===== src/sv/sma_pkg.sv =====
package sma_pkg;

  // defaults for the top level parameters
  localparam int DEF_MAX_WINDOW  = 64;
  localparam int DEF_SAMPLE_BITS = 16;

  // fixed field widths
  localparam int WINDOW_BITS    = 7;
  localparam int FILL_BITS      = 7;
  localparam int CFG_INDEX_BITS = 1;
  localparam int CFG_DATA_BITS  = 7;

  localparam logic [WINDOW_BITS-1:0] WINDOW_RESET = 7'd8;

  // register indexes
  localparam logic [CFG_INDEX_BITS-1:0] REG_WINDOW_SIZE = 1'd0;
  localparam logic [CFG_INDEX_BITS-1:0] REG_MEAN_KIND   = 1'd1;

  // command codes
  localparam logic CMD_APPEND = 1'b0;
  localparam logic CMD_CLEAR  = 1'b1;

  // mean kinds
  localparam logic KIND_SIMPLE = 1'b0;

  typedef struct packed {
    logic accept;
    logic clear_win;
    logic rd_old;
    logic update;
    logic div_start;
    logic emit;
  } ctrl_cmd_t;

  typedef struct packed {
    logic is_clear;
    logic div_done;
    logic out_free;
  } ctrl_sts_t;

endpackage


===== src/sv/sma_chan_if.sv =====
interface sma_in_if #(
  parameter int SAMPLE_BITS = sma_pkg::DEF_SAMPLE_BITS
);
  logic                   valid;
  logic                   ready;
  logic                   cmd;
  logic [SAMPLE_BITS-1:0] sample;

  modport source (output valid, output cmd, output sample, input ready);
  modport sink   (input valid, input cmd, input sample, output ready);
endinterface

interface sma_out_if #(
  parameter int SAMPLE_BITS = sma_pkg::DEF_SAMPLE_BITS
);
  logic                           valid;
  logic                           ready;
  logic [SAMPLE_BITS-1:0]         average;
  logic                           window_full;
  logic [sma_pkg::FILL_BITS-1:0]  fill_count;

  modport source (output valid, output average, output window_full, output fill_count,
                  input ready);
  modport sink   (input valid, input average, input window_full, input fill_count,
                  output ready);
endinterface


===== src/sv/moving_average_window.sv =====
// channel  | dir | beat contents                          | handshake
// in_if    | in  | cmd (append/clear), sample             | valid/ready
// out_if   | out | average, window_full, fill_count       | valid/ready
// cfg_*    | in  | cfg_index, cfg_data (window, mean kind)| cfg_we, no back-pressure
//
// an append runs through the restoring divider, which produces one quotient bit per
// cycle; a clear skips the divider and goes straight to the output register
// one beat is in flight at a time; in_if.ready is high only between beats
// the output register lets the next beat enter while a result waits on out_if
// synchronous active-low reset; the ring needs no clearing, only held samples are read
module moving_average_window #(
  parameter int MAX_WINDOW  = sma_pkg::DEF_MAX_WINDOW,
  parameter int SAMPLE_BITS = sma_pkg::DEF_SAMPLE_BITS
) (
  input  logic                               clk,
  input  logic                               rst_n,
  sma_in_if.sink                             in_if,
  sma_out_if.source                          out_if,
  input  logic                               cfg_we,
  input  logic [sma_pkg::CFG_INDEX_BITS-1:0] cfg_index,
  input  logic [sma_pkg::CFG_DATA_BITS-1:0]  cfg_data
);

  sma_pkg::ctrl_cmd_t cmd;
  sma_pkg::ctrl_sts_t sts;
  logic               in_ready;

  // sequencer: accept, read oldest, update window, divide, emit; a clear empties the window and goes straight to emit
  sma_ctrl u_ctrl (
    .clk      (clk),
    .rst_n    (rst_n),
    .in_valid (in_if.valid),
    .in_ready (in_ready),
    .sts      (sts),
    .cmd      (cmd)
  );

  assign in_if.ready = in_ready;

  // ring, running sum, divider and output register
  sma_datapath #(
    .MAX_WINDOW  (MAX_WINDOW),
    .SAMPLE_BITS (SAMPLE_BITS)
  ) u_datapath (
    .clk             (clk),
    .rst_n           (rst_n),
    .cmd             (cmd),
    .sts             (sts),
    .in_cmd          (in_if.cmd),
    .in_sample       (in_if.sample),
    .cfg_we          (cfg_we),
    .cfg_index       (cfg_index),
    .cfg_data        (cfg_data),
    .out_valid       (out_if.valid),
    .out_ready       (out_if.ready),
    .out_average     (out_if.average),
    .out_window_full (out_if.window_full),
    .out_fill_count  (out_if.fill_count)
  );

endmodule


===== src/sv/sma_div.sv =====
module sma_div #(
  parameter int DIVIDEND_BITS = 22,
  parameter int DIVISOR_BITS  = 7
) (
  input  logic                     clk,
  input  logic                     rst_n,
  input  logic                     start,
  input  logic [DIVIDEND_BITS-1:0] dividend,
  input  logic [DIVISOR_BITS-1:0]  divisor,
  output logic                     done,
  output logic [DIVIDEND_BITS-1:0] quotient
);

  localparam int STEP_BITS = $clog2(DIVIDEND_BITS + 1);

  logic [DIVISOR_BITS-1:0]  rem_r, rem_nxt;
  logic [DIVIDEND_BITS-1:0] quo_r, quo_nxt;
  logic [DIVISOR_BITS-1:0]  den_r;
  logic [STEP_BITS-1:0]     step_r, step_nxt;
  logic                     busy_r, busy_nxt;
  logic                     done_r, done_nxt;
  logic [DIVISOR_BITS:0]    trial;
  logic [DIVISOR_BITS:0]    diff;

  // one quotient bit per cycle, restoring
  assign trial = {rem_r, quo_r[DIVIDEND_BITS-1]};
  assign diff  = trial - {1'b0, den_r};

  always_comb begin
    rem_nxt  = rem_r;
    quo_nxt  = quo_r;
    step_nxt = step_r;
    busy_nxt = busy_r;
    done_nxt = 1'b0;
    if (start) begin
      rem_nxt  = '0;
      quo_nxt  = dividend;
      step_nxt = STEP_BITS'(DIVIDEND_BITS);
      busy_nxt = 1'b1;
    end else if (busy_r) begin
      if (trial >= {1'b0, den_r}) begin
        rem_nxt = diff[DIVISOR_BITS-1:0];
        quo_nxt = {quo_r[DIVIDEND_BITS-2:0], 1'b1};
      end else begin
        rem_nxt = trial[DIVISOR_BITS-1:0];
        quo_nxt = {quo_r[DIVIDEND_BITS-2:0], 1'b0};
      end
      step_nxt = step_r - STEP_BITS'(1);
      if (step_r == STEP_BITS'(1)) begin
        busy_nxt = 1'b0;
        done_nxt = 1'b1;
      end
    end
  end

  always_ff @(posedge clk) begin
    if (!rst_n) begin
      step_r <= '0;
      busy_r <= 1'b0;
      done_r <= 1'b0;
    end else begin
      step_r <= step_nxt;
      busy_r <= busy_nxt;
      done_r <= done_nxt;
    end
  end

  always_ff @(posedge clk) begin
    rem_r <= rem_nxt;
    quo_r <= quo_nxt;
    if (start) begin
      den_r <= divisor;
    end
  end

  assign done     = done_r;
  assign quotient = quo_r;

endmodule


===== src/sv/sma_datapath.sv =====
module sma_datapath #(
  parameter int MAX_WINDOW  = sma_pkg::DEF_MAX_WINDOW,
  parameter int SAMPLE_BITS = sma_pkg::DEF_SAMPLE_BITS
) (
  input  logic                                clk,
  input  logic                                rst_n,
  input  sma_pkg::ctrl_cmd_t                  cmd,
  output sma_pkg::ctrl_sts_t                  sts,
  input  logic                                in_cmd,
  input  logic [SAMPLE_BITS-1:0]              in_sample,
  input  logic                                cfg_we,
  input  logic [sma_pkg::CFG_INDEX_BITS-1:0]  cfg_index,
  input  logic [sma_pkg::CFG_DATA_BITS-1:0]   cfg_data,
  output logic                                out_valid,
  input  logic                                out_ready,
  output logic [SAMPLE_BITS-1:0]              out_average,
  output logic                                out_window_full,
  output logic [sma_pkg::FILL_BITS-1:0]       out_fill_count
);

  localparam int CNT_BITS  = $clog2(MAX_WINDOW + 1);
  localparam int SLOT_BITS = $clog2(MAX_WINDOW);
  localparam int SUM_BITS  = SAMPLE_BITS + $clog2(MAX_WINDOW);
  localparam int CMP_BITS  = (CNT_BITS > sma_pkg::WINDOW_BITS) ? CNT_BITS
                                                               : sma_pkg::WINDOW_BITS;

  // configuration
  logic [sma_pkg::WINDOW_BITS-1:0] win_size_r, win_size_nxt;
  logic                            kind_r, kind_nxt;
  logic                            cfg_clear;

  // window state
  logic signed [SUM_BITS-1:0] sum_r, sum_nxt;
  logic [CNT_BITS-1:0]        held_r, held_nxt;
  logic [SLOT_BITS-1:0]       slot_r, slot_nxt;
  logic                       evict_r, evict_nxt;

  // captured input beat
  logic                   cmd_r;
  logic [SAMPLE_BITS-1:0] sample_r;

  // sample ring
  logic [SAMPLE_BITS-1:0] ring_mem [MAX_WINDOW];
  logic [SAMPLE_BITS-1:0] rd_data_r;

  // output register
  logic                            out_valid_r, out_valid_nxt;
  logic [SAMPLE_BITS-1:0]          avg_r;
  logic                            full_r;
  logic [sma_pkg::FILL_BITS-1:0]   fill_r;

  logic [CNT_BITS-1:0]        win_eff;
  logic [CNT_BITS:0]          slot_ext;
  logic [CNT_BITS:0]          held_ext;
  logic [CNT_BITS:0]          old_ext;
  logic [SLOT_BITS-1:0]       old_addr;
  logic signed [SUM_BITS-1:0] new_ext;
  logic signed [SUM_BITS-1:0] old_val;
  logic [SUM_BITS-1:0]        sum_mag;
  logic                       div_done;
  logic [SUM_BITS-1:0]        quotient;
  logic [SAMPLE_BITS-1:0]     q_low;
  logic [SAMPLE_BITS-1:0]     avg_val;

  // window size of zero acts as one, above the ring depth as the depth
  always_comb begin
    if (win_size_r == '0) begin
      win_eff = CNT_BITS'(1);
    end else if (CMP_BITS'(win_size_r) > CMP_BITS'(MAX_WINDOW)) begin
      win_eff = CNT_BITS'(MAX_WINDOW);
    end else begin
      win_eff = CNT_BITS'(win_size_r);
    end
  end

  // oldest slot: write slot minus fill, modulo depth
  assign slot_ext = (CNT_BITS + 1)'(slot_r);
  assign held_ext = {1'b0, held_r};
  assign old_ext  = (slot_ext >= held_ext) ? (slot_ext - held_ext)
                                           : (slot_ext + (CNT_BITS + 1)'(MAX_WINDOW) - held_ext);
  assign old_addr = old_ext[SLOT_BITS-1:0];

  assign new_ext = SUM_BITS'($signed(sample_r));
  assign old_val = evict_r ? SUM_BITS'($signed(rd_data_r)) : '0;

  assign cfg_clear = cfg_we && (cfg_index == sma_pkg::REG_WINDOW_SIZE);

  always_comb begin
    win_size_nxt = win_size_r;
    kind_nxt     = kind_r;
    if (cfg_we) begin
      unique case (cfg_index)
        sma_pkg::REG_WINDOW_SIZE: win_size_nxt = cfg_data[sma_pkg::WINDOW_BITS-1:0];
        sma_pkg::REG_MEAN_KIND:   kind_nxt     = cfg_data[0];
        default: ;
      endcase
    end
  end

  always_comb begin
    sum_nxt   = sum_r;
    held_nxt  = held_r;
    slot_nxt  = slot_r;
    evict_nxt = evict_r;
    priority if (cfg_clear || cmd.clear_win) begin
      sum_nxt   = '0;
      held_nxt  = '0;
      slot_nxt  = '0;
      evict_nxt = 1'b0;
    end else if (cmd.rd_old) begin
      evict_nxt = (held_r == win_eff);
    end else if (cmd.update) begin
      sum_nxt  = sum_r - old_val + new_ext;
      held_nxt = evict_r ? held_r : held_r + CNT_BITS'(1);
      slot_nxt = (slot_r == SLOT_BITS'(MAX_WINDOW - 1)) ? '0 : slot_r + SLOT_BITS'(1);
    end
  end

  always_ff @(posedge clk) begin
    if (!rst_n) begin
      win_size_r  <= sma_pkg::WINDOW_RESET;
      kind_r      <= sma_pkg::KIND_SIMPLE;
      sum_r       <= '0;
      held_r      <= '0;
      slot_r      <= '0;
      evict_r     <= 1'b0;
      out_valid_r <= 1'b0;
    end else begin
      win_size_r  <= win_size_nxt;
      kind_r      <= kind_nxt;
      sum_r       <= sum_nxt;
      held_r      <= held_nxt;
      slot_r      <= slot_nxt;
      evict_r     <= evict_nxt;
      out_valid_r <= out_valid_nxt;
    end
  end

  always_ff @(posedge clk) begin
    if (cmd.accept) begin
      cmd_r    <= in_cmd;
      sample_r <= in_sample;
    end
  end

  // ring: one read port, one write port
  always_ff @(posedge clk) begin
    if (cmd.rd_old) begin
      rd_data_r <= ring_mem[old_addr];
    end
    if (cmd.update) begin
      ring_mem[slot_r] <= sample_r;
    end
  end

  // mean: divide the magnitude, restore the sign; a clear or a non-simple kind gives zero
  assign sum_mag = sum_r[SUM_BITS-1] ? (~sum_r + SUM_BITS'(1)) : sum_r;

  sma_div #(
    .DIVIDEND_BITS (SUM_BITS),
    .DIVISOR_BITS  (CNT_BITS)
  ) u_div (
    .clk      (clk),
    .rst_n    (rst_n),
    .start    (cmd.div_start),
    .dividend (sum_mag),
    .divisor  (held_r),
    .done     (div_done),
    .quotient (quotient)
  );

  assign q_low   = quotient[SAMPLE_BITS-1:0];
  assign avg_val = ((cmd_r == sma_pkg::CMD_CLEAR) || (kind_r != sma_pkg::KIND_SIMPLE)) ? '0
                 : (sum_r[SUM_BITS-1] ? (~q_low + SAMPLE_BITS'(1)) : q_low);

  always_comb begin
    out_valid_nxt = out_valid_r;
    if (cmd.emit) begin
      out_valid_nxt = 1'b1;
    end else if (out_ready) begin
      out_valid_nxt = 1'b0;
    end
  end

  always_ff @(posedge clk) begin
    if (cmd.emit) begin
      avg_r  <= avg_val;
      full_r <= evict_r;
      fill_r <= sma_pkg::FILL_BITS'(held_r);
    end
  end

  assign sts.is_clear = (cmd_r == sma_pkg::CMD_CLEAR);
  assign sts.div_done = div_done;
  assign sts.out_free = !out_valid_r || out_ready;

  assign out_valid       = out_valid_r;
  assign out_average     = avg_r;
  assign out_window_full = full_r;
  assign out_fill_count  = fill_r;

endmodule


===== src/sv/sma_ctrl.sv =====
module sma_ctrl (
  input  logic               clk,
  input  logic               rst_n,
  input  logic               in_valid,
  output logic               in_ready,
  input  sma_pkg::ctrl_sts_t sts,
  output sma_pkg::ctrl_cmd_t cmd
);

  localparam logic [2:0] ST_IDLE   = 3'd0;
  localparam logic [2:0] ST_READ   = 3'd1;
  localparam logic [2:0] ST_UPDATE = 3'd2;
  localparam logic [2:0] ST_START  = 3'd3;
  localparam logic [2:0] ST_DIVIDE = 3'd4;
  localparam logic [2:0] ST_EMIT   = 3'd5;

  logic [2:0] state_r, state_nxt;

  assign in_ready = (state_r == ST_IDLE);

  always_comb begin
    state_nxt = state_r;
    cmd       = '0;
    unique case (state_r)
      ST_IDLE: begin
        if (in_valid) begin
          cmd.accept = 1'b1;
          state_nxt  = ST_READ;
        end
      end
      ST_READ: begin
        if (sts.is_clear) begin
          cmd.clear_win = 1'b1;
          state_nxt     = ST_EMIT;
        end else begin
          cmd.rd_old = 1'b1;
          state_nxt  = ST_UPDATE;
        end
      end
      ST_UPDATE: begin
        cmd.update = 1'b1;
        state_nxt  = ST_START;
      end
      ST_START: begin
        cmd.div_start = 1'b1;
        state_nxt     = ST_DIVIDE;
      end
      ST_DIVIDE: begin
        if (sts.div_done) begin
          state_nxt = ST_EMIT;
        end
      end
      ST_EMIT: begin
        if (sts.out_free) begin
          cmd.emit  = 1'b1;
          state_nxt = ST_IDLE;
        end
      end
      default: state_nxt = ST_IDLE;
    endcase
  end

  always_ff @(posedge clk) begin
    if (!rst_n) begin
      state_r <= ST_IDLE;
    end else begin
      state_r <= state_nxt;
    end
  end

endmodule


===== src/flat_wrapper.sv =====
// flat-port wrapper written by rule: the top's interface ports become plain ports
module moving_average_window_flat 
#(
  parameter int MAX_WINDOW  = sma_pkg::DEF_MAX_WINDOW,
  parameter int SAMPLE_BITS = sma_pkg::DEF_SAMPLE_BITS
)
  (clk, rst_n, cfg_we, cfg_index, cfg_data, in_if_valid, in_if_cmd, in_if_sample, in_if_ready, out_if_valid, out_if_average, out_if_window_full, out_if_fill_count, out_if_ready);
  sma_in_if #(.SAMPLE_BITS(SAMPLE_BITS)) in_if_i ();
  sma_out_if #(.SAMPLE_BITS(SAMPLE_BITS)) out_if_i ();
  input  logic clk;
  input  logic rst_n;
  input  logic cfg_we;
  input  logic [sma_pkg::CFG_INDEX_BITS-1:0] cfg_index;
  input  logic [sma_pkg::CFG_DATA_BITS-1:0] cfg_data;
  input wire logic [$bits(in_if_i.valid)-1:0] in_if_valid;
  input wire logic [$bits(in_if_i.cmd)-1:0] in_if_cmd;
  input wire logic [$bits(in_if_i.sample)-1:0] in_if_sample;
  output wire logic [$bits(in_if_i.ready)-1:0] in_if_ready;
  output wire logic [$bits(out_if_i.valid)-1:0] out_if_valid;
  output wire logic [$bits(out_if_i.average)-1:0] out_if_average;
  output wire logic [$bits(out_if_i.window_full)-1:0] out_if_window_full;
  output wire logic [$bits(out_if_i.fill_count)-1:0] out_if_fill_count;
  input wire logic [$bits(out_if_i.ready)-1:0] out_if_ready;
  assign in_if_i.valid = in_if_valid;
  assign in_if_i.cmd = in_if_cmd;
  assign in_if_i.sample = in_if_sample;
  assign in_if_ready = in_if_i.ready;
  assign out_if_valid = out_if_i.valid;
  assign out_if_average = out_if_i.average;
  assign out_if_window_full = out_if_i.window_full;
  assign out_if_fill_count = out_if_i.fill_count;
  assign out_if_i.ready = out_if_ready;
  moving_average_window #(.MAX_WINDOW(MAX_WINDOW), .SAMPLE_BITS(SAMPLE_BITS)) u_core (.clk(clk), .rst_n(rst_n), .in_if(in_if_i), .out_if(out_if_i), .cfg_we(cfg_we), .cfg_index(cfg_index), .cfg_data(cfg_data));
endmodule

===== config.mk =====
export PLATFORM = sky130hd
export DESIGN_NAME = moving_average_window_flat
export DESIGN_NICKNAME = d
export VERILOG_FILES = /design/src/sv/sma_pkg.sv /design/src/sv/sma_chan_if.sv /design/src/sv/moving_average_window.sv /design/src/sv/sma_div.sv /design/src/sv/sma_datapath.sv /design/src/sv/sma_ctrl.sv /design/src/flat_wrapper.sv
export SDC_FILE = /design/constraint.sdc
export NUM_CORES = 1
export LEC_CHECK = 0
export ABC_CLOCK_PERIOD_IN_PS = 6000
export BUFFER_PORTS_ARGS = -buffer_cell sky130_fd_sc_hd__buf_2
export CAP_MARGIN = 25
export CORE_MARGIN = 2
export CORE_UTILIZATION = 63
export CTS_CLUSTER_DIAMETER = 60
export DETAILED_ROUTE_END_ITERATION = 10
export PLACE_DENSITY = 0.8
export SLEW_MARGIN = 20
export SYNTH_ARGS = -nofsm -noshare
export SYNTH_HDL_FRONTEND = slang
export SYNTH_HIERARCHICAL = 1
export SYNTH_SLANG_ARGS = --single-unit

===== constraint.sdc =====
create_clock -name clk -period 6 [get_ports clk]
set_clock_uncertainty 0.1 [all_clocks]
set_input_delay 0.6 -clock clk [delete_from_list [all_inputs] [get_ports clk]]
set_output_delay 0.6 -clock clk [all_outputs]
set_load 0.01 [all_outputs]

# Word-level counts from Yosys, hierarchy flattened
# Memories as Yosys holds them, arrays and structs flattened. A register that Yosys moved wholly into a read port is not among the register bits.
# Index checks and enable logic that the tools add are counted.
[totals]
mem_bits_rw = 1024
reg_bits = 132
word_cells = 105
mem_count = 1
in_bits = 30
[op_classes]
bitwise = 7
n_eq_ne = 11
magnitude_cmp = 3
n_mux = 35
n_addsub = 11
reduce_logical = 17
[mem_list]
columns = ["name", "depth", "word_bits", "read_ports", "rd_ports_with_merged_regs", "wr", "line", "source"]
rows = [
  ["u_core.u_datapath.ring_mem", 64, 16, 1, 1, 1, "sma_datapath.sv:43", "logic [SAMPLE_BITS-1:0] ring_mem [MAX_WINDOW];"],
]
[ops]
columns = ["cell", "count"]
rows = [
  ["$mux W22", 4],
  ["$add A22 B16 Y22", 1],
  ["$add A22 B2 Y22 const B", 1],
  ["$not A22 Y22", 1],
  ["$sub A22 B22 Y22", 1],
  ["$mux W7", 3],
  ["$pmux W3 S6", 1],
  ["$mux W1", 17],
  ["$add A16 B1 Y16 const B", 1],
  ["$mux W16", 1],
  ["$not A16 Y16", 1],
  ["$add A6 B1 Y6 const B", 2],
  ["$mux W3", 4],
  ["$mux W6", 2],
  ["$sub A6 B6 Y6", 2],
  ["$mux W5", 2],
  ["$ge A8 B7 Y1", 1],
  ["$add A7 B1 Y7 const B", 1],
  ["$eq A7 B7 Y1", 1],
  ["$ge A6 B7 Y1", 1],
  ["$gt A7 B7 Y1 const B", 1],
  ["$logic_not A7 Y1", 1],
  ["$sub A7 B7 Y7", 1],
  ["$eq A3 B2 Y1 const B", 2],
  ["18 further kinds", 31],
]

# Logic depth before layout (Yosys ltp)
# Gate-level depths: netlist of the first run.
[logic_depth]
word_depth = 5
depth_mapped = 14
ltp_nobuf = 13

# By module
# Netlist of the first run, hierarchy kept.
[modules_own_cells]
columns = ["mod", "seq_area_each_um2", "area_each_um2", "cells_per_inst", "instances"]
rows = [
  ["sma_datapath", 33362.0, 45606.2, 2243, 1],
  ["sma_div", 1151.1, 2233.4, 183, 1],
  ["sma_ctrl", 60.1, 214.0, 27, 1],
]

# Worst setup path before layout of the first run
# Ideal clock, no wire load.
[synth_path]
kind = "reg2reg"
from = "reg u_core.u_datapath.sample_r[15]"
to = "reg u_core.u_datapath.sum_r[21]"
required_time_ps = 5830
period_less_slack_ps = 4161
slack_ps = 1839
n_path_buf = 0
stages_incl_launch_ff = 12
arrival_ps = 3990
setup_time_ps = 70
path_cell_list = "edfxtp_1 -> inv_1 -> fa_1 -> inv_1 -> ha_1 -> a21o_1 -> o21bai_1 -> a221o_1 -> a21oi_1 -> a21oi_2 -> or4_1 -> a21oi_1"
[synth_between]
elab_chain_len = 1
[synth_rtl]
columns = ["element", "line", "source"]
rows = [
  ["start: declaration", "sma_datapath.sv:40", "logic [SAMPLE_BITS-1:0] sample_r;"],
  ["start signal: assignment", "sma_datapath.sv:142", "sample_r <= in_sample;"],
  ["$add A22 B16 Y22", "sma_datapath.sv:113", "sum_nxt = sum_r - old_val + new_ext;"],
  ["end signal: assignment", "sma_datapath.sv:131", "sum_r <= sum_nxt;"],
  ["end: declaration", "sma_datapath.sv:33", "logic signed [SUM_BITS-1:0] sum_r, sum_nxt;"],
]
# Every way passes these cells.
# A chain may end at the register's enable or synchronous reset.

# Final worst setup path of the first run
[layout_path]
from = "reg u_core.u_datapath.slot_r[0]"
to = "reg u_core.u_datapath.rd_data_r[1], read port of u_core.u_datapath.ring_mem, data pin"
[layout_between]
elab_chain_len = 3
[layout_rtl]
columns = ["element", "line", "source"]
rows = [
  ["start: declaration", "sma_datapath.sv:35", "logic [SLOT_BITS-1:0] slot_r, slot_nxt;"],
  ["start signal: assignment", "sma_datapath.sv:133", "slot_r <= slot_nxt;"],
  ["$add A6 B1 Y6", "sma_datapath.sv:80", ": (slot_ext + (CNT_BITS + 1)'(MAX_WINDOW) - held_ext);"],
  ["$sub A6 B6 Y6", "sma_datapath.sv:80", ""],
  ["$mux W6 (*)", "sma_datapath.sv:79", "assign old_ext = (slot_ext >= held_ext) ? (slot_ext - held_ext)"],
  ["end: declaration", "sma_datapath.sv:44", "logic [SAMPLE_BITS-1:0] rd_data_r;"],
]
# Every way passes the cells marked *; elsewhere a longest branch is shown, timed or not.

==> key figures, run 1 <==
Status
  – Outcome: finished clean

Timing
  – Setup TNS after final layout: 0 ns
  – Max-slew violations: 0
  – Worst Tran Pin Value: 1.02 ns
  – Endpoints failing hold: 0
  – RSZ-0062 raised after global routing: false
  – Setup violations, final: 0
  – Max-slew headroom at the worst pin: 0.320
  – Post-layout minimum cycle time: 4.80 ns
  – Final worst path period share: 0.800
  – Top achievable clock speed: 208 MHz

Synthesis
  – Most used standard cells in the synthesized netlist: 1110 x edfxtp_1, 320 x mux4_2, 126 x nor2_1
  – Syn_nets: 2546
  – Synth cell types: 79
  – Gate count of the mapped netlist: 2453
  – Count of state elements after synthesis: 1172
  – Most used flip-flop cell after synthesis: edfxtp_1
  – Avg Cell Area, Syn: 19.6 sq um
  – Yosys top cell area share: 0.694
  – Summed instance area of the synthesized netlist: 0.0481 sq mm
  – Share of synthesized area occupied by flip-flops and latches: 0.719
  – Synthesis Warnings: 6
  – Synth area leaders: edfxtp_1 69%, mux4_2 15%, dfxtp_1 2.6%
  – Library cell occupying the most area in the post-synthesis netlist: edfxtp_1
  – Count leader, synth: edfxtp_1
  – Synth async-reset ratio: 0
  – Number of enable-type register cells in the synthesized netlist: 1110

Detailed routing
  – Via-per-instance ratio: 7.01
  – Via count: 26.0k
  – Detailed-router iteration count before antenna repair: 5
  – Post-detailed-route count of antenna-violating nets: 0
  – Final wirelength: 125 mm
  – Detailed router's first-iteration violation count: 4067
  – Detail-routed net length per standard cell: 33.8 microns
  – Post-route DRC violation count: 0

Die
  – Die height: 280 microns
  – Area of the core: 0.0757 sq mm
  – Chip width: 280 microns
  – Number of top-level pins: 56
  – Initial core utilization: 0.635
  – Overall die area: 0.0785 sq mm
  – Number of rows in the core area: 101

Clocking
  – Clock edge transition at the registers on the reported setup and hold paths: 0.07 ns
  – TritonCTS clock tree: done
  – Later-pin clock latency in the skew report: 0.72 ns
  – Number of buffers added by the clock tree synthesis step: 113
  – Clock sink count: 1172
  – Hold-fix buffers at CTS: 17
  – PostCTS Resize Cnt: 0
  – Buffers inserted during post-CTS setup optimization: 0
  – Clock root buffer: clkbuf_16
  – Maximum number of buffers from clock root to sink: 3
  – H-tree depth: 3

Place
  – Count of input and output buffers: 55
  – Placed wire-length estimate after detailed placement: 62.9 mm
  – Routability cong.: 0.877

Worst setup path
  – Standard cell with the maximum stage delay on the critical path: fa_4
  – Kind of start point of the critical path: flop
  – Biggest cell delay along the critical path: 1.31 ns
  – Critical-path cell list: inv_1 > ha_4 > inv_1 > fa_4 > buf_12 > mux4_2 > mux4_2 > mux2i_1 > mux2i_1
  – Data required time at the worst endpoint: 6.29 ns
  – Data arrival at the endpoint of the critical path: 5.08 ns
  – Critical Setup Path Class: flop to flop
  – Maximum net fanout on the critical path: 52
  – Worst Setup End Kind: flop

Power
  – Maximum vdd ir drop: 0.269 mV
  – Reported leakage power: 18.0 nW
  – Power density over the cells: 347 mW/mm^2
  – Sum of internal, switching and leakage power: 0.0188 W

Finish
  – Area taken by flip-flops and latches: 0.0346 sq mm
  – Final #Nets: 2729
  – Filler cell count in the final layout: 4156
  – Signed area change from the synthesized netlist to the final layout: 12.6%
  – Finished Core Util: 0.715
  – Area of the multi-input gates: 0.0126 sq mm
  – Share of post-route cells with drive strength above 1: 0.261

GRT
  – First-pass GRT wire length: 182 mm
  – Maximum number of pins on one net before global-route repair: 66
  – Initial antenna violation count: 8
  – Number of global-route vias before repair: 26.4k
  – GRT Overall Usage: 0.328
  – Grt total ovfl: 0

Hold path
  – Type of the worst min-delay path: primary input to flop

Flow run
  – Max-capacitance violation count: 0
[cells by family after synthesis]
kind of cell,Yosys count,share of synthesized area
buffers and inverters,222,0.0201
xor gates and xnor gates,74,0.0138
DFF,1172,0.719
muxes,393,0.166
adders and majority gates,63,0.0200
AOI/OAI and AO/OA,178,0.0259
and+or+nand+nor,351,0.0350
[worst max-delay path: cells and delay by family (launching register included)]
family                   cells  cell delay, ns
multiplexers                 4            1.89
flip-flops                   1            0.40
buffers and inverters        3            0.60
adder cells (fa/ha/maj)      2            1.45
[worst paths after layout]
check                               from                              end  slack, ns  cells after the start
max          u_core/u_datapath/slot_r[0]   u_core/u_datapath/rd_data_r[1]       1.20                      9
min reg2reg     u_core/u_datapath/kind_r         u_core/u_datapath/kind_r       0.37                      2
max reg2reg  u_core/u_datapath/slot_r[0]   u_core/u_datapath/rd_data_r[1]       1.20                      9
min                          cfg_data[3]  u_core/u_datapath/win_size_r[3]       0.05                      3
[through the flow]
step / instance area, sq um / setup slack [ns] / hold slack (ns) / instances
3_5_place_dp: 50000 / 1.32 / 0.367 / 3482
2_1_floorplan: 48100 / 1.84 / 0.324 / 2453
6_report: 54100 / 1.20 / 0.0505 / 3712
5_1_grt: 54100 / 1.20 / 0.0680 / 3711
3_3_place_gp: 50000 / 1.36 / 0.354 / 3482
4_1_cts: 54100 / 1.27 / 0.0257 / 3710
[per-layer routing]
metal / up-vias / global-route usage / routed length, microns
li1: 10200 / - / -
met1: 13300 / 0.419 / 41900
met2: 2069 / 0.535 / 62400
met3: 409 / 0.0768 / 14500
met4: 6 / 0.161 / 6530
met5: - / 0.000625 / 41
[registers in the layout, summed over array words and instances (netlist names), 7 cells and up]
signal                            count
u_core/u_datapath/win_size_r          7
u_core/u_datapath/sum_r              22
u_core/u_datapath/out_average        16
u_core/u_datapath/held_r              7
u_core/u_datapath/ring_mem         1024
u_core/u_datapath/out_fill_count      7
u_core/u_datapath/u_div/den_r         7
u_core/u_datapath/u_div/quotient     22
u_core/u_datapath/u_div/rem_r         7
u_core/u_datapath/rd_data_r          16
u_core/u_datapath/sample_r           16
[power by group]
part / switching (W) / internal, W / leakage [nW]
clock: 0.00322 / 0.00437 / 1.89
combinational: 0.00118 / 0.000793 / 5.60
sequential: 0.0000743 / 0.00916 / 10.5
total: 0.00447 / 0.0143 / 18.0
[placed cells by master, fill, tap and decap left out, drive strengths merged, types with 10 or more instances in the layout]
master	netlist	layout
edfxtp	1110	1110
mux4	320	320
buf	56	162
nor2	126	126
clkbuf	55	125
inv	110	117
nand2	82	82
dfxtp	62	62
mux2i	51	51
a21oi	48	48
xnor2	47	47
clkinv	1	46
ha	40	40
o21ai	33	33
nand3	29	29
xor2	27	27
fa	23	23
mux2	22	22
and2	21	21
bufinv	0	20
dlygate4sd3	0	17
and3	17	17
clkinvlp	0	14
a21boi	13	13
a21o	12	12
o31ai	11	11
nor2b	11	11
nand2b	10	10
[final cells by class]
class | count | area share
diodes | 2 | 0.0000925
clock buffers | 125 | 0.0535
clock inverters | 86 | 0.0193
inverters | 111 | 0.00770
multi-input cells | 1059 | 0.233
flip-flops and latches | 1172 | 0.639
well taps | 978 | 0.0226
repair buffers | 179 | 0.0252
No activity file was read; power rests on OpenSTA's default activity.
==> run 2: changes to the inputs <==
--- a/config.mk
+++ b/config.mk
@@ -5,14 +5,14 @@
 export SDC_FILE = /design/constraint.sdc
 export NUM_CORES = 1
 export LEC_CHECK = 0
-export ABC_CLOCK_PERIOD_IN_PS = 6000
+export ABC_CLOCK_PERIOD_IN_PS = 4400
 export BUFFER_PORTS_ARGS = -buffer_cell sky130_fd_sc_hd__buf_2
 export CAP_MARGIN = 25
 export CORE_MARGIN = 2
-export CORE_UTILIZATION = 63
+export CORE_UTILIZATION = 57
 export CTS_CLUSTER_DIAMETER = 60
 export DETAILED_ROUTE_END_ITERATION = 10
-export PLACE_DENSITY = 0.8
+export PLACE_DENSITY = 0.76
 export SLEW_MARGIN = 20
 export SYNTH_ARGS = -nofsm -noshare
 export SYNTH_HDL_FRONTEND = slang
==> constraint.sdc (replaced) <==
create_clock -name clk -period 4.4 [get_ports clk]
set_clock_uncertainty 0.1 [all_clocks]
set_input_delay 0.44 -clock clk [delete_from_list [all_inputs] [get_ports clk]]
set_output_delay 0.44 -clock clk [all_outputs]
set_load 0.01 [all_outputs]
==> run 2 against run 1 <==
Effect of this change: sequential cell count is the same; first-iteration DRC count shrank 21%; maximum frequency grew 11%; critical path type unchanged; largest cell class unchanged; highest routed layer unchanged.
==> key figures, run 2 (same netlist as run 1, synthesis figures left out) <==
Status
  – Outcome: finished clean

Timing
  – Post-layout minimum cycle time: 4.32 ns
  – RSZ-0062 raised after global routing: false
  – Max-slew headroom at the worst pin: 0.297
  – Top achievable clock speed: 232 MHz
  – Endpoints failing hold: 0
  – Worst Tran Pin Value: 1.05 ns
  – Setup TNS after final layout: 0 ns
  – Worst Hold Margin: 0.0278 ns
  – Final worst path period share: 0.981
  – Smallest setup slack after layout: 0.0840 ns
  – Max-slew violations: 0
  – Setup violations, final: 0

Finish
  – Commonest cells after routing, fill and taps aside: 1110 x edfxtp_1, 320 x mux4_2, 126 x nor2_1
  – Flip-flop count of the largest register, all copies and words added: 1024
  – Signed area change from the synthesized netlist to the final layout: 13.0%
  – Top reg by flops: u_core/u_datapath/ring_mem
  – Area of all placed cells without fillers: 0.0543 sq mm
  – Share of post-route cells with drive strength above 1: 0.262
  – Filler cell count in the final layout: 5310
  – Final #Nets: 2762
  – Most common cell after layout, fill and taps aside: edfxtp_1

Power
  – Reported leakage power: 18.1 nW
  – Power density over the cells: 456 mW/mm^2
  – Maximum vdd ir drop: 0.362 mV

Worst setup path
  – Critical-path cell list: ha_4 > inv_1 > fa_4 > buf_12 > buf_4 > mux4_2 > mux4_2 > mux2i_1 > mux2i_1
  – Biggest cell delay along the critical path: 0.84 ns
  – Data arrival at the endpoint of the critical path: 4.62 ns
  – Kind of start point of the critical path: flop
  – Maximum net fanout on the critical path: 74
  – Logic depth of the worst path, buffers included: 9
  – Standard cell with the maximum stage delay on the critical path: fa_4
  – Worst Setup End Kind: flop
  – Critical Setup Path Class: flop to flop
  – Data required time at the worst endpoint: 4.70 ns
  – Crit path buffers/inverters: 3
  – Reg2reg path depth: 9
  – CP top delay family: multiplexers

GRT
  – GRT Overall Usage: 0.275
  – Initial antenna violation count: 6
  – Number of global-route vias before repair: 25.8k
  – Grt total ovfl: 0
  – Maximum number of pins on one net before global-route repair: 75
  – First-pass GRT wire length: 171 mm

Place
  – Placed wire-length estimate after detailed placement: 64.9 mm
  – Place WS: 0.146 ns
  – Routability cong.: 0.878
  – Count of input and output buffers: 55
  – Placed cell areas: 0.0504 sq mm

Die
  – Initial core utilization: 0.575
  – Overall die area: 0.0866 sq mm
  – Area of the core: 0.0836 sq mm
  – Die height: 294 microns
  – Number of rows in the core area: 106
  – Number of top-level pins: 56
  – Chip width: 294 microns

Clocking
  – Clock sink count: 1172
  – Later-pin clock latency in the skew report: 0.68 ns
  – Maximum number of buffers from clock root to sink: 3
  – TritonCTS clock tree: done
  – Clock edge transition at the registers on the reported setup and hold paths: 0.06 ns
  – H-tree depth: 3
  – Number of buffers added by the clock tree synthesis step: 114
  – Clock root buffer: clkbuf_16
  – Buffers inserted during post-CTS setup optimization: 0

Detailed routing
  – Via-per-instance ratio: 6.54
  – Detailed router's first-iteration violation count: 3229
  – Detail-routed net length per standard cell: 30.4 microns
  – Post-detailed-route count of antenna-violating nets: 0
  – Via count: 25.1k
  – Post-route DRC violation count: 0
  – Final wirelength: 117 mm
  – Detailed-router iteration count before antenna repair: 6

Hold path
  – Type of the worst min-delay path: primary input to flop
  – Cell count of the worst hold path: 2

Flow run
  – Max-capacitance violation count: 0
run 2: final timing paths:
| kind | startpoint | end | slack [ns] |
|---|---|---|---|
| worst min-delay path | rst_n | u_core/u_datapath/win_size_r[3] | 0.03 |
| worst max register to register | u_core/u_datapath/held_r[0] | u_core/u_datapath/rd_data_r[8] | 0.08 |
| worst max-delay path | u_core/u_datapath/held_r[0] | u_core/u_datapath/rd_data_r[8] | 0.08 |
| worst min register to register | u_core/u_datapath/win_size_r[0] | u_core/u_datapath/win_size_r[0] | 0.38 |
run 2: routing by layer:
metal  routed length, microns  vias to the layer above  global-route usage
met2                    59100                     1575               0.464
met5                       27                        -                   0
met1                    42100                    13000               0.361
met3                    11300                      260              0.0491
li1                         -                    10300                   -
met4                     4200                        4               0.104
run 2: power by group:
| part | switching [W] | internal, W | leakage (nW) |
|---|---|---|---|
| logic | 0.00156 | 0.00112 | 5.77 |
| registers | 0.000100 | 0.0125 | 10.5 |
| clock network | 0.00413 | 0.00533 | 1.80 |
run 2: what timing repair did:
item / 4_1_cts / 5_1_grt
setup endpoints to repair: 0 / 1
resized for setup: 0 / 1
hold buffers: 27 / 0
hold endpoints to repair: 25 / 0
run 2: stage by stage:
stage	util	instances	total power, W
detailed placement	0.603	3606	0.0154
CTS	0.650	3846	0.0248
global placement	0.603	3606	0.0154
finish	0.650	3847	0.0247
global route	0.650	3846	0.0255
floorplan	-	2453	0.0147
run 2: area by class of cell:
cell class	instances	area, sq um	area share
Clock buffer	136	2940	0.0540
Multi-Input combinational cell	1059	12600	0.232
Clock inverter	77	738	0.0136
Inverter	111	417	0.00767
Tap cell	1080	1350	0.0249
Sequential cell	1172	34600	0.636
Antenna cell	1	2.50	0.0000461
Timing Repair Buffer	211	1700	0.0313
